**src/rtl/eacr_pkg.sv**
```systemverilog
package eacr_pkg;

    localparam int CW = 36;
    localparam int MW = 32;

    localparam logic signed [CW-1:0] Q30_ONE     = 36'sh0_4000_0000;
    localparam logic signed [CW-1:0] HALF_TURN   = 36'sh0_8000_0000;
    localparam logic signed [CW-1:0] SC_GAIN     = 36'sd652032874;
    localparam logic signed [MW-1:0] M_ONE       = 32'sh4000_0000;
    localparam logic [31:0]          POLE_LIMIT  = 32'd10737;

    typedef enum logic [4:0] {
        DP_NOP,
        DP_LOAD,
        DP_SC_INIT,
        DP_CORDIC,
        DP_SC_END,
        DP_RD_X,
        DP_RD_Y,
        DP_MUL,
        DP_MUL_ACC,
        DP_SUM,
        DP_WR,
        DP_SQ_INIT,
        DP_SQ_STEP,
        DP_AT_INIT,
        DP_AT_END,
        DP_YAW_ZERO,
        DP_OUT
    } dp_op_t;

    typedef enum logic [1:0] {
        OPND_C,
        OPND_S,
        OPND_X,
        OPND_Y
    } opnd_t;

    typedef enum logic [1:0] {
        TGT_PIT,
        TGT_YAW,
        TGT_ROL
    } tgt_t;

    typedef struct packed {
        dp_op_t     op;
        opnd_t      mul_a;
        opnd_t      mul_b;
        logic       sub;
        logic [1:0] row;
        logic [1:0] col;
        logic [2:0] rot;
        logic [4:0] idx;
        logic       sin_mode;
        logic       neg_y;
        logic       use_horiz;
        tgt_t       tgt;
    } dp_cmd_t;

    typedef struct packed {
        logic zero_step;
        logic pole;
        logic at_stop;
    } dp_stat_t;

    typedef enum logic [4:0] {
        S_IDLE,
        S_CHECK,
        S_SC_INIT,
        S_SC_ITER,
        S_SC_END,
        S_RD_X,
        S_RD_Y,
        S_M1,
        S_M2,
        S_ADD,
        S_WRP,
        S_M3,
        S_M4,
        S_SUB,
        S_WRQ,
        S_SQ_RDX,
        S_SQ_RDY,
        S_SQ_M1,
        S_SQ_M2,
        S_SQ_ADD,
        S_SQ_INIT,
        S_SQ_ITER,
        S_AT_RDY,
        S_AT_RDX,
        S_AT_INIT,
        S_AT_ITER,
        S_AT_END,
        S_FINISH
    } ctrl_state_t;

    // Rotation axis of each of the five local rotations.
    function automatic logic [1:0] rot_axis(input logic [2:0] rot);
        logic [1:0] a;
        case (rot)
            3'd0:    a = 2'd1;
            3'd1:    a = 2'd0;
            3'd2:    a = 2'd2;
            3'd3:    a = 2'd1;
            default: a = 2'd0;
        endcase
        return a;
    endfunction

    function automatic logic [1:0] mod3_inc(input logic [1:0] v);
        return (v == 2'd2) ? 2'd0 : v + 2'd1;
    endfunction

    // Arctangent of 2^-i in units of 2^32 per turn.
    function automatic logic signed [CW-1:0] arc_angle(input logic [4:0] i);
        logic signed [CW-1:0] a;
        case (i)
            5'd0:    a = 36'sh020000000;
            5'd1:    a = 36'sh012e4051e;
            5'd2:    a = 36'sh009fb385b;
            5'd3:    a = 36'sh0051111d4;
            5'd4:    a = 36'sh0028b0d43;
            5'd5:    a = 36'sh00145d7e1;
            5'd6:    a = 36'sh000a2f61e;
            5'd7:    a = 36'sh000517c55;
            5'd8:    a = 36'sh00028be53;
            5'd9:    a = 36'sh000145f2f;
            5'd10:   a = 36'sh0000a2f98;
            5'd11:   a = 36'sh0000517cc;
            5'd12:   a = 36'sh000028be6;
            5'd13:   a = 36'sh0000145f3;
            5'd14:   a = 36'sh00000a2fa;
            5'd15:   a = 36'sh00000517d;
            5'd16:   a = 36'sh0000028be;
            5'd17:   a = 36'sh00000145f;
            5'd18:   a = 36'sh000000a30;
            5'd19:   a = 36'sh000000518;
            5'd20:   a = 36'sh00000028c;
            5'd21:   a = 36'sh000000146;
            5'd22:   a = 36'sh0000000a3;
            5'd23:   a = 36'sh000000051;
            5'd24:   a = 36'sh000000029;
            5'd25:   a = 36'sh000000014;
            5'd26:   a = 36'sh00000000a;
            5'd27:   a = 36'sh000000005;
            5'd28:   a = 36'sh000000003;
            5'd29:   a = 36'sh000000001;
            5'd30:   a = 36'sh000000001;
            default: a = '0;
        endcase
        return a;
    endfunction

    // Signed shift right that truncates toward zero.
    function automatic logic signed [CW-1:0] tdiv(input logic signed [CW-1:0] v,
                                                  input logic [4:0] sh);
        logic signed [CW-1:0] r;
        if (v[CW-1])
        begin
            r = -((-v) >>> sh);
        end
        else
        begin
            r = v >>> sh;
        end
        return r;
    endfunction

endpackage

```
**src/rtl/eacr_ctrl.sv**
```systemverilog
module eacr_ctrl
    import eacr_pkg::*;
(
    input  logic     clk,
    input  logic     rst_n,
    input  logic     in_valid,
    output logic     in_ready,
    output logic     out_valid,
    input  logic     out_ready,
    input  dp_stat_t stat,
    output dp_cmd_t  cmd
);

    ctrl_state_t state_reg, state_next;
    logic [4:0]  i_reg, i_next;
    logic [1:0]  k_reg, k_next;
    logic [2:0]  rot_reg, rot_next;
    logic [1:0]  aj_reg, aj_next;
    logic        out_valid_reg, out_valid_next;
    logic [1:0]  axis, p_row, q_row;

    assign axis  = rot_axis(rot_reg);
    assign p_row = mod3_inc(axis);
    assign q_row = mod3_inc(p_row);

    assign in_ready  = (state_reg == S_IDLE);
    assign out_valid = out_valid_reg;

    always_ff @(posedge clk or negedge rst_n)
    begin
        if (!rst_n)
        begin
            state_reg     <= S_IDLE;
            i_reg         <= '0;
            k_reg         <= '0;
            rot_reg       <= '0;
            aj_reg        <= '0;
            out_valid_reg <= 1'b0;
        end
        else
        begin
            state_reg     <= state_next;
            i_reg         <= i_next;
            k_reg         <= k_next;
            rot_reg       <= rot_next;
            aj_reg        <= aj_next;
            out_valid_reg <= out_valid_next;
        end
    end

    always_comb
    begin
        state_next     = state_reg;
        i_next         = i_reg;
        k_next         = k_reg;
        rot_next       = rot_reg;
        aj_next        = aj_reg;
        out_valid_next = out_valid_reg && !out_ready;
        cmd            = '0;
        cmd.op         = DP_NOP;
        cmd.rot        = rot_reg;
        cmd.idx        = i_reg;
        cmd.col        = k_reg;
        unique case (state_reg)
            S_IDLE:
            begin
                if (in_valid)
                begin
                    cmd.op     = DP_LOAD;
                    state_next = S_CHECK;
                end
            end
            S_CHECK:
            begin
                rot_next   = '0;
                state_next = stat.zero_step ? S_FINISH : S_SC_INIT;
            end
            S_SC_INIT:
            begin
                cmd.op     = DP_SC_INIT;
                i_next     = '0;
                state_next = S_SC_ITER;
            end
            S_SC_ITER:
            begin
                cmd.op       = DP_CORDIC;
                cmd.sin_mode = 1'b1;
                if (i_reg == 5'd30)
                begin
                    state_next = S_SC_END;
                end
                else
                begin
                    i_next = i_reg + 5'd1;
                end
            end
            S_SC_END:
            begin
                cmd.op     = DP_SC_END;
                k_next     = '0;
                state_next = S_RD_X;
            end
            S_RD_X:
            begin
                cmd.op     = DP_RD_X;
                cmd.row    = p_row;
                state_next = S_RD_Y;
            end
            S_RD_Y:
            begin
                cmd.op     = DP_RD_Y;
                cmd.row    = q_row;
                state_next = S_M1;
            end
            S_M1:
            begin
                cmd.op     = DP_MUL;
                cmd.mul_a  = OPND_C;
                cmd.mul_b  = OPND_X;
                state_next = S_M2;
            end
            S_M2:
            begin
                cmd.op     = DP_MUL_ACC;
                cmd.mul_a  = OPND_S;
                cmd.mul_b  = OPND_Y;
                state_next = S_ADD;
            end
            S_ADD:
            begin
                cmd.op     = DP_SUM;
                state_next = S_WRP;
            end
            S_WRP:
            begin
                cmd.op     = DP_WR;
                cmd.row    = p_row;
                state_next = S_M3;
            end
            S_M3:
            begin
                cmd.op     = DP_MUL;
                cmd.mul_a  = OPND_C;
                cmd.mul_b  = OPND_Y;
                state_next = S_M4;
            end
            S_M4:
            begin
                cmd.op     = DP_MUL_ACC;
                cmd.mul_a  = OPND_S;
                cmd.mul_b  = OPND_X;
                state_next = S_SUB;
            end
            S_SUB:
            begin
                cmd.op     = DP_SUM;
                cmd.sub    = 1'b1;
                state_next = S_WRQ;
            end
            S_WRQ:
            begin
                cmd.op  = DP_WR;
                cmd.row = q_row;
                if (k_reg == 2'd2)
                begin
                    if (rot_reg == 3'd4)
                    begin
                        state_next = S_SQ_RDX;
                    end
                    else
                    begin
                        rot_next   = rot_reg + 3'd1;
                        state_next = S_SC_INIT;
                    end
                end
                else
                begin
                    k_next     = k_reg + 2'd1;
                    state_next = S_RD_X;
                end
            end
            S_SQ_RDX:
            begin
                cmd.op     = DP_RD_X;
                cmd.row    = 2'd2;
                cmd.col    = 2'd2;
                state_next = S_SQ_RDY;
            end
            S_SQ_RDY:
            begin
                cmd.op     = DP_RD_Y;
                cmd.row    = 2'd2;
                cmd.col    = 2'd0;
                state_next = S_SQ_M1;
            end
            S_SQ_M1:
            begin
                cmd.op     = DP_MUL;
                cmd.mul_a  = OPND_X;
                cmd.mul_b  = OPND_X;
                state_next = S_SQ_M2;
            end
            S_SQ_M2:
            begin
                cmd.op     = DP_MUL_ACC;
                cmd.mul_a  = OPND_Y;
                cmd.mul_b  = OPND_Y;
                state_next = S_SQ_ADD;
            end
            S_SQ_ADD:
            begin
                cmd.op     = DP_SUM;
                state_next = S_SQ_INIT;
            end
            S_SQ_INIT:
            begin
                cmd.op     = DP_SQ_INIT;
                i_next     = '0;
                state_next = S_SQ_ITER;
            end
            S_SQ_ITER:
            begin
                cmd.op = DP_SQ_STEP;
                if (i_reg == 5'd31)
                begin
                    aj_next    = '0;
                    state_next = S_AT_RDY;
                end
                else
                begin
                    i_next = i_reg + 5'd1;
                end
            end
            S_AT_RDY:
            begin
                if (aj_reg == 2'd1 && stat.pole)
                begin
                    // Near the pole the yaw is forced to zero.
                    cmd.op  = DP_YAW_ZERO;
                    aj_next = 2'd2;
                end
                else
                begin
                    cmd.op     = DP_RD_Y;
                    state_next = S_AT_RDX;
                    if (aj_reg == 2'd0)
                    begin
                        cmd.row = 2'd2;
                        cmd.col = 2'd1;
                    end
                    else if (aj_reg == 2'd1)
                    begin
                        cmd.row = 2'd2;
                        cmd.col = 2'd0;
                    end
                    else if (stat.pole)
                    begin
                        cmd.row = 2'd1;
                        cmd.col = 2'd0;
                    end
                    else
                    begin
                        cmd.row = 2'd0;
                        cmd.col = 2'd1;
                    end
                end
            end
            S_AT_RDX:
            begin
                state_next = S_AT_INIT;
                if (aj_reg != 2'd0)
                begin
                    cmd.op = DP_RD_X;
                    if (aj_reg == 2'd1)
                    begin
                        cmd.row = 2'd2;
                        cmd.col = 2'd2;
                    end
                    else if (stat.pole)
                    begin
                        cmd.row = 2'd0;
                        cmd.col = 2'd0;
                    end
                    else
                    begin
                        cmd.row = 2'd1;
                        cmd.col = 2'd1;
                    end
                end
            end
            S_AT_INIT:
            begin
                cmd.op        = DP_AT_INIT;
                cmd.neg_y     = (aj_reg == 2'd0) || (aj_reg == 2'd2 && stat.pole);
                cmd.use_horiz = (aj_reg == 2'd0);
                i_next        = '0;
                state_next    = S_AT_ITER;
            end
            S_AT_ITER:
            begin
                if (stat.at_stop || i_reg == 5'd31)
                begin
                    state_next = S_AT_END;
                end
                else
                begin
                    cmd.op = DP_CORDIC;
                    i_next = i_reg + 5'd1;
                end
            end
            S_AT_END:
            begin
                cmd.op = DP_AT_END;
                case (aj_reg)
                    2'd0:    cmd.tgt = TGT_PIT;
                    2'd1:    cmd.tgt = TGT_YAW;
                    default: cmd.tgt = TGT_ROL;
                endcase
                if (aj_reg == 2'd2)
                begin
                    state_next = S_FINISH;
                end
                else
                begin
                    aj_next    = aj_reg + 2'd1;
                    state_next = S_AT_RDY;
                end
            end
            S_FINISH:
            begin
                if (!out_valid_reg || out_ready)
                begin
                    cmd.op         = DP_OUT;
                    out_valid_next = 1'b1;
                    state_next     = S_IDLE;
                end
            end
            default:
            begin
                state_next = S_IDLE;
            end
        endcase
    end

endmodule

```
**config.mk**
```make
export PLATFORM = sky130hd
export DESIGN_NAME = eacr_ctrl
export DESIGN_NICKNAME = d
export VERILOG_FILES = /design/src/rtl/eacr_pkg.sv /design/src/rtl/eacr_ctrl.sv
export SDC_FILE = /design/constraint.sdc
export NUM_CORES = 1
export LEC_CHECK = 0
export ABC_AREA = 0
export BUFFER_PORTS_ARGS = -buffer_cell sky130_fd_sc_hd__clkbuf_2
export CAP_MARGIN = 30
export CORE_ASPECT_RATIO = 1.2
export CORE_MARGIN = 2
export CORE_UTILIZATION = 35
export DETAILED_ROUTE_END_ITERATION = 7
export HOLD_SLACK_MARGIN = 0.03
export SLEW_MARGIN = 20
export SYNTH_ARGS = -nofsm -noshare
export SYNTH_HDL_FRONTEND = slang
export SYNTH_SLANG_ARGS = --single-unit
```
**constraint.sdc**
```tcl
create_clock -name clk -period 2.24 [get_ports clk]
set_input_delay 0.336 -clock clk [delete_from_list [all_inputs] [get_ports clk]]
set_output_delay 0.336 -clock clk [all_outputs]
set_load 0.02 [all_outputs]
```
==> impl_metrics.json, run 1 <==
{
  "critPathKind": "reg2out",
  "insertion_delay_ns": 0.27,
  "finalClockSkew_ns": 0.000964,
  "syn_inst": 268,
  "finalNetCount": 348,
  "tightest_slew_ns": 0.525,
  "overflow": 0,
  "worstPathRequired_ns": 1.90,
  "dr.pass1.iters": 4,
  "via_per_inst": 5.85,
  "reg2reg_to": "i_reg[3]$_DFFE_PN0P_",
  "diodes": 0,
  "worstSetupStartpointType": "register",
  "reg2reg_depth": 7,
  "p_per_area_nw_per_um2": 1380,
  "avgSynthCellArea_um2": 7.50,
  "cts_hold_buf": 0,
  "layout_commonest_cell": "buf_4",
  "num_io_pins": 36,
  "leakagePower_uw": 0.00118,
  "regToRegSetupSlack_ns": 0.06,
  "synthFlopType": "dfrtp_1",
  "crit_path_cell_trace": "buf_4 -> ha_4 -> a211o_1 -> a31oi_1 -> nor2_1 -> or3_1 -> clkbuf_8",
  "p_seq_frac": 0.147,
  "asyncSetResetFlopFracSynth": 1.00,
  "die_y_um": 87.0,
  "drv_cap": 0,
  "drive_gt1_frac": 0.349,
  "start_util": 0.360,
  "setup_viol": 2,
  "htreeDepth": 1,
  "rows": 30,
  "hold_viol_final": 0,
  "ys_warn_count": 0,
  "grt_usage": 0.208,
  "drv_slew": 0,
  "post-place-ws_ns": 0.0536,
  "cts_buffer_depth": 2,
  "cts_buffers": 3,
  "violations": "setup timing",
  "sw_frac_of_total": 0.517,
  "hpwl_mm": 4.75,
  "ant_nets": 0,
  "portBuffers": 35,
  "ys_types": 58,
  "grt_pass1_vias": 2152,
  "peakVddDrop_v": 0.000465,
  "whs_ns": 0.0163,
  "critPathSlowestCell": "dfrtp_2",
  "postPlaceCellArea_um2": 2340,
  "seq_area_frac_synth": 0.224,
  "crit_path_max_fanout": 5,
  "cts_root_buf": "clkbuf_8",
  "stdcell_area_um2": 2680,
  "grt_max_degree": 44,
  "ys_ff_latch": 18,
  "run_status": "finished with violations",
  "path_clk_slew_ns": 0.07,
  "finalCritPeriodShare": 1.02,
  "antenna_found_initial": 0,
  "p_switching_uw": 1920,
  "pwr-share-comb": 0.787,
  "synth-edff-count": 0,
  "syn_nets": 287,
  "dieArea_um2": 6370,
  "cts_tree": "done",
  "critical_path.top_delay_family": "compound AO/OA/AOI/OAI gates",
  "rsz0062_at_grt": "true",
  "routed_wl_mm": 6.56,
  "fin_crit_ns": 2.29,
  "place_inst": 372,
  "timing.fmax_mhz": 437,
  "clkPwrFrac": 0.066,
  "cp_num_buf_inv": 2,
  "clock-sinks": 18,
  "final_cell_mix": "buf_4 (38), clkbuf_2 (30), nand2_1 (28)",
  "slew_headroom": 0.647,
  "netlist_area_um2": 2010,
  "place.gp.congestion": 0.941,
  "r2r-start": "state_reg[4]$_DFFE_PN0P_",
  "critical_path_arrival_ns": 1.95,
  "drt_iter0_markers": 233,
  "slowest_delay_ns": 0.42,
  "dr_total_vias": 2288,
  "area_growth_pct": 33.4,
  "core_area_um2": 5590,
  "drc": 0,
  "wire_per_inst_um": 16.8,
  "end_kind": "primary output",
  "fp.dieW_um": 73.2,
  "fin_ws_ns": -0.0479,
  "fin_cells": 391,
  "hold_path_class": "in2async",
  "p_int_uw": 1790,
  "grt_pass1_wl_mm": 10.4
}
[synth_stat cells (3+ instances only)]
master     n  share of area
nor3b_1    3          0.011
or3_1      6          0.019
clkbuf_1   7          0.013
a21oi_1   18          0.045
inv_1     16          0.030
nand3_1    9          0.022
nor2b_1    5          0.016
nor4_1     4          0.012
nor3_1    10          0.025
and3_1     5          0.016
o211ai_1   4          0.015
mux2i_1    4          0.020
clkbuf_8   3          0.021
a31oi_1    6          0.019
buf_2      4          0.010
dfrtp_1   18           0.22
ha_1      12          0.075
nand2b_1   8          0.025
o21ai_0   21          0.052
nand2_1   28          0.052
nor2_1    23          0.043
[logic make-up after synthesis]
logic type      after synthesis  synth area share
mux                           6            0.0311
flops                        18             0.224
fa+ha+maj                    12            0.0747
compound gates               77             0.250
buf+inv                      36            0.0927
xor+xnor                      2           0.00871
simple gates                117             0.319
[through the flow]
stage	power, uW	setup TNS, ns	util
2_1_floorplan	2280	0	-
3_3_place_gp	3010	0	0.418
3_5_place_dp	3000	0	0.418
4_1_cts	3420	-0.152	0.449
5_1_grt	3970	-0.281	0.479
6_report	3710	-0.0568	0.479
[what timing repair did]
action                     CTS  global route
gates cloned                 0             1
setup endpoints to repair    8            13
setup buffers                9             6
pin swaps                    6             3
gates resized for setup     21            27
hold endpoints to repair     0             0
[power groups by stage]
stage	clock [uW]	combinational [uW]	sequential (uW)
after global routing	256	3160	557
after CTS	248	2640	537
after floorplan	0	1710	575
final	245	2920	544
after detailed placement	0	2460	544
after global placement	0	2470	545
[how the worst max path moves through the flow]
stage | end | start | cells after the start
6_report | cmd[16] | aj_reg[0]$_DFFE_PN0P_ | 7
5_1_grt | cmd[16] | aj_reg[1]$_DFFE_PN0P_ | 8
3_5_place_dp | i_reg[3]$_DFFE_PN0P_ | i_reg[0]$_DFFE_PN0P_ | 8
3_3_place_gp | cmd[22] | i_reg[0]$_DFFE_PN0P_ | 8
4_1_cts | cmd[16] | aj_reg[0]$_DFFE_PN0P_ | 8
2_1_floorplan | cmd[23] | i_reg[0]$_DFFE_PN0P_ | 8
[layer usage]
metal  GRT usage  part of all wire
met4       0.106             0.024
met1       0.273              0.42
met2       0.331              0.50
met3      0.0278             0.055
met5           0                 0
[layout make-up]
type	count	area, um^2
clock buffers	3	41.3
fillers	548	2910
inverters	17	71.3
multi-input cells	214	1500
flip-flops and latches	18	455
well taps	64	80.1
repair buffers	75	536
(Power assumes the default switching activity.)
==> inputs of run 2 (changes only) <==
--- a/config.mk
+++ b/config.mk
@@ -6,5 +6,5 @@
 export NUM_CORES = 1
 export LEC_CHECK = 0
-export ABC_AREA = 0
+export ABC_AREA = 1
 export BUFFER_PORTS_ARGS = -buffer_cell sky130_fd_sc_hd__clkbuf_2
 export CAP_MARGIN = 30
==> constraint.sdc (replaced) <==
create_clock -name clk -period 2.24 [get_ports clk]
set_input_delay 0.112 -clock clk [delete_from_list [all_inputs] [get_ports clk]]
set_output_delay 0.112 -clock clk [all_outputs]
set_load 0.02 [all_outputs]
==> impl_metrics.json, run 2 <==
{
  "run_status": "finished clean",
  "portBuffers": 35,
  "antenna_found_initial": 0,
  "core_area_um2": 5740,
  "drv_slew": 0,
  "htreeDepth": 1,
  "synthFlopType": "dfrtp_1",
  "dieArea_um2": 6640,
  "drc": 0,
  "yosysTopAreaCellShare": 0.215,
  "peakVddDrop_v": 0.000592,
  "layout_commonest_cell": "nand2_1",
  "ys_types": 30,
  "fin_cells": 465,
  "grt_max_degree": 19,
  "rsz0062_at_grt": "false",
  "rows": 30,
  "cts_tree": "done",
  "asyncSetResetFlopFracSynth": 1.00,
  "finalNetCount": 405,
  "timing.fmax_mhz": 470,
  "tns_ns": 0,
  "cts_root_buf": "clkbuf_8",
  "critPathKind": "reg2out",
  "ys_ff_latch": 18,
  "regArea_um2": 454,
  "routed_wl_mm": 5.99,
  "ant_nets": 0,
  "via_per_inst": 4.95,
  "critPathSlowestCell": "dfrtp_1",
  "nFillCells": 649,
  "critical_path_arrival_ns": 2.01,
  "cts_buffers": 3,
  "end_kind": "primary output",
  "place_inst": 460,
  "slew_headroom": 0.675,
  "drv_cap": 0,
  "slowest_delay_ns": 0.42,
  "worstSetupStartpointType": "register",
  "hold_path_class": "in2reg",
  "clock-sinks": 18,
  "synth_area_leader_cell": "dfrtp_1",
  "synth_common_cells": "nand2_1 (111), inv_1 (44), nor2_1 (44), nand3_1 (42), dfrtp_1 (18)",
  "crit_path_max_fanout": 5,
  "grt_pass1_vias": 2117,
  "place.gp.congestion": 0.934,
  "tightest_slew_ns": 0.488,
  "avgSynthCellArea_um2": 6.03,
  "crit_path_cell_trace": "ha_1 -> nand2_1 -> nor2_1 -> ha_1 -> nor2_2 -> nand2_1 -> nand2_1 -> nor2_1 -> nand4_1 -> clkbuf_2",
  "path_common_cell": "nand2_1",
  "wire_per_inst_um": 12.9,
  "ys_warn_count": 0,
  "netlist_area_um2": 2100,
  "hold_viol_final": 0,
  "p_per_area_nw_per_um2": 1100,
  "finalCritPeriodShare": 0.949,
  "diodes": 0,
  "dr_total_vias": 2303,
  "fp.dieW_um": 74.7,
  "insertion_delay_ns": 0.26,
  "dr.pass1.iters": 6,
  "area_growth_pct": 15.5,
  "syn_inst": 348,
  "power.total_uw": 2660,
  "start_util": 0.366,
  "fin_crit_ns": 2.13,
  "die_y_um": 88.8,
  "overflow": 0,
  "num_io_pins": 36,
  "hpwl_mm": 4.91,
  "synth.most_common_cell": "nand2_1",
  "multi_input_area_um2": 1420,
  "drt_iter0_markers": 154,
  "setup_viol": 0,
  "cts_buffer_depth": 2,
  "grt_usage": 0.193,
  "finalClockSkew_ns": 0.00230,
  "seq_area_frac_synth": 0.215,
  "leakagePower_uw": 0.00143,
  "grt_pass1_wl_mm": 9.90,
  "path_clk_slew_ns": 0.08,
  "syn_nets": 367,
  "drive_gt1_frac": 0.197,
  "worstPathRequired_ns": 2.13,
  "synth-edff-count": 0,
  "final_cell_mix": "nand2_1 (111), inv_1 (44), nor2_1 (43)",
  "synthTopCellsByArea": "dfrtp_1 (21%), nand2_1 (20%), nand3_1 (10%)"
}
[run 2: kinds of logic (layout without fill, tap and decap cells)]
group           count (synthesis)  in the layout  share of synthesized area
fa+ha+maj                      12             12                     0.0715
simple gates                  236            236                      0.533
buf+inv                        57             94                      0.112
compound gates                 23             23                     0.0602
xor+xnor                        2              2                    0.00834
flops                          18             18                      0.215
[run 2: final timing paths]
kind	startpoint	endpoint	slack [ns]	cells past startpoint
max	i_reg[1]$_DFFE_PN0P_	cmd[22]	0.11	10
min	out_ready	out_valid$_DFF_PN0_	0.04	2
max reg2reg	i_reg[0]$_DFFE_PN0P_	i_reg[4]$_DFFE_PN0P_	0.38	10
min in group asynchronous	rst_n	i_reg[4]$_DFFE_PN0P_	0.33	2
min reg2reg	k_reg[0]$_DFFE_PN0P_	k_reg[0]$_DFFE_PN0P_	0.54	1
max in group asynchronous	rst_n	state_reg[3]$_DFFE_PN0P_	1.55	2
[run 2: critical path: cells and delay by family, from the launching register on]
family                     cells  cell delay [ns]
and+or+nand+nor                7             0.72
adders and majority gates      2             0.44
DFF                            1             0.42
buffers and inverters          1             0.19
[run 2: cell type report]
type | instances | area share
multi-input combinational | 273 | 0.584
sequential | 18 | 0.187
timing repair buffer | 39 | 0.0857
inverter | 51 | 0.0789
tap | 80 | 0.0413
clock buffer | 4 | 0.0227
[run 2: per-stage QoR]
| stage | util | area, um^2 | setup WS (ns) | hold slack [ns] |
|---|---|---|---|---|
| final | 0.422 | 2420 | 0.114 | 0.0395 |
| after global routing | 0.422 | 2420 | 0.0211 | 0.0794 |
| after CTS | 0.421 | 2420 | 0.0731 | 0.0371 |
| after detailed placement | 0.410 | 2350 | 0.329 | 0.105 |
| after global placement | 0.410 | 2350 | 0.356 | 0.102 |
| after floorplan | - | 2100 | 0.431 | -0.184 |
[run 2: power breakdown]
part / leakage (uW) / internal (uW) / switching, uW / total [uW]
sequential: 0.000237 / 418 / 156 / 574
clock: 0.0000288 / 157 / 128 / 285
combinational: 0.00116 / 563 / 1240 / 1800
[run 2: timing repair]
item,4_1_cts,5_1_grt
hold endpoints to repair,18,0
resized for setup,0,4
buffers inserted,0,0
endpoints found under the setup margin,0,5
hold buffers,1,0
[run 2: layer usage]
layer | global-route usage | routed length (um) | up-vias
li1 | - | - | 1181
met1 | 0.261 | 2720 | 1028
met2 | 0.319 | 2820 | 84
met3 | 0.0194 | 338 | 10
met4 | 0.0666 | 110 | 0
met5 | 0 | 0 | -
==> inputs of run 3 (changes only) <==
- BUFFER_PORTS_ARGS: -buffer_cell sky130_fd_sc_hd__clkbuf_2 -> -buffer_cell sky130_fd_sc_hd__buf_2
==> impl_metrics.json, run 3 (synthesized netlist as in run 2, its figures left out) <==
{
  "critical_path_arrival_ns": 1.98,
  "finalClockSkew_ns": 0.00224,
  "via_per_inst": 4.97,
  "r2r-start": "i_reg[0]$_DFFE_PN0P_",
  "worstPathRequired_ns": 2.13,
  "finalCritPeriodShare": 0.932,
  "routed_wl_mm": 6.06,
  "critPathSlowestCell": "dfrtp_2",
  "regArea_um2": 455,
  "rows": 30,
  "multi_input_area_um2": 1420,
  "reg2reg_to": "i_reg[4]$_DFFE_PN0P_",
  "p_switching_uw": 1530,
  "ant_nets": 0,
  "core_area_um2": 5740,
  "whs_path_depth": 2,
  "peakVddDrop_v": 0.000426,
  "insertion_delay_ns": 0.26,
  "grt_usage": 0.199,
  "reg2reg_depth": 10,
  "finalNetCount": 405,
  "clkPwrFrac": 0.108,
  "grt_pass1_wl_mm": 10.2,
  "drive_gt1_frac": 0.203,
  "clock-sinks": 18,
  "drt_iter0_markers": 164,
  "num_io_pins": 36,
  "dieArea_um2": 6640,
  "run_status": "finished clean",
  "pwr-share-comb": 0.675,
  "slew_headroom": 0.705,
  "hold_path_class": "in2reg",
  "dr.pass1.iters": 4,
  "tns_ns": 0,
  "cts_buffers": 3,
  "hpwl_mm": 4.80,
  "antenna_found_initial": 0,
  "crit_path_cell_trace": "ha_1 -> nand2_1 -> nor2_1 -> ha_2 -> nor2_2 -> nand2_1 -> nand2_1 -> nor2_1 -> nand4_1 -> buf_2",
  "nFillCells": 659,
  "p_int_uw": 1140,
  "overflow": 0,
  "tightest_slew_ns": 0.443,
  "start_util": 0.366,
  "drv_slew": 0,
  "p_seq_frac": 0.217,
  "cts_buffer_depth": 2,
  "layout_commonest_cell": "nand2_1",
  "setup_viol": 0,
  "hold_viol_final": 0,
  "worstSetupStartpointType": "register",
  "leakagePower_uw": 0.00145,
  "cts_root_buf": "clkbuf_8",
  "endpoint": "cmd[22]",
  "path_common_cell": "nand2_1",
  "fin_crit_ns": 2.09,
  "wire_per_inst_um": 13.0,
  "p_per_area_nw_per_um2": 1100,
  "cts_tree": "done",
  "finalCoreUtilization": 0.424,
  "path_clk_slew_ns": 0.08,
  "grt_pass1_vias": 2172,
  "area_growth_pct": 15.9,
  "timing.fmax_mhz": 479,
  "sw_frac_of_total": 0.573,
  "fp.dieW_um": 74.7,
  "final_cell_mix": "nand2_1 (111), inv_1 (44), nor2_1 (43)",
  "diodes": 0,
  "place.gp.congestion": 0.881,
  "rsz0062_at_grt": "false",
  "die_y_um": 88.8,
  "critPathKind": "reg2out",
  "end_kind": "primary output",
  "dr_total_vias": 2312,
  "crit_start": "i_reg[0]$_DFFE_PN0P_",
  "slowest_delay_ns": 0.41,
  "drv_cap": 0,
  "regToRegSetupSlack_ns": 0.42,
  "htreeDepth": 1,
  "crit_path_max_fanout": 6,
  "drc": 0,
  "grt_max_degree": 19,
  "portBuffers": 35
}
run 3: cell types whose count changed in the layout (fill, tap and decap cells not counted), sizes merged:
cell / previous run / this run
buf: 3 / 38
clkbuf: 39 / 4
run 3: power by group through the flow:
| stage | Clock [uW] | Sequential, uW | Combinational, uW |
|---|---|---|---|
| 3_5_place_dp | 0 | 580 | 1770 |
| 2_1_floorplan | 0 | 551 | 1340 |
| 3_3_place_gp | 0 | 576 | 1770 |
| 4_1_cts | 296 | 573 | 1780 |
| 6_report | 289 | 580 | 1810 |
| 5_1_grt | 310 | 597 | 2040 |
run 3: stage by stage:
stage | instance area (um^2) | instances | setup slack, ns | hold WS [ns] | total power [uW]
after global routing | 2430 | 465 | 0.00947 | 0.0436 | 2950
after global placement | 2350 | 459 | 0.332 | 0.0823 | 2350
final | 2430 | 465 | 0.153 | 0.0292 | 2680
after CTS | 2410 | 464 | 0.0868 | 0.0328 | 2650
after detailed placement | 2350 | 459 | 0.332 | 0.0902 | 2350
after floorplan | 2100 | 348 | 0.431 | -0.184 | 1890
run 3: area by class of cell:
type	count	share of cell area
clock buffer	4	0.0226
inverter	51	0.0787
multi-input combinational	273	0.585
sequential	18	0.187
tap	80	0.0411
timing repair buffer	39	0.0853
run 3: routing by layer:
metal	share of wire	global-route usage	up-vias
li1	-	-	1180
met1	0.46	0.266	1037
met2	0.47	0.325	87
met3	0.051	0.0319	8
met4	0.013	0.0633	0
met5	0	0	-
run 3: worst min-delay path by stage:
stage | endpoint | slack, ns | startpoint
final | out_valid$_DFF_PN0_ | 0.03 | out_ready
after global routing | out_valid$_DFF_PN0_ | 0.04 | out_ready
after CTS | out_valid$_DFF_PN0_ | 0.03 | out_ready
after detailed placement | i_reg[2]$_DFFE_PN0P_ | 0.09 | rst_n
after global placement | i_reg[2]$_DFFE_PN0P_ | 0.08 | rst_n
after floorplan | aj_reg[0]$_DFFE_PN0P_ | -0.18 | rst_n
run 3: critical path, delay by kind of cell (launching register included):
kind	cells	cell delay (ns)
buf+inv	1	0.19
flops	1	0.41
simple gates	7	0.69
fa+ha+maj	2	0.41
run 3: what timing repair did:
item                       4_1_cts  5_1_grt
resized for setup                0        7
hold buffers                     1        0
setup endpoints to repair        0        7
hold endpoints to repair        18        0
setup buffers                    0        1
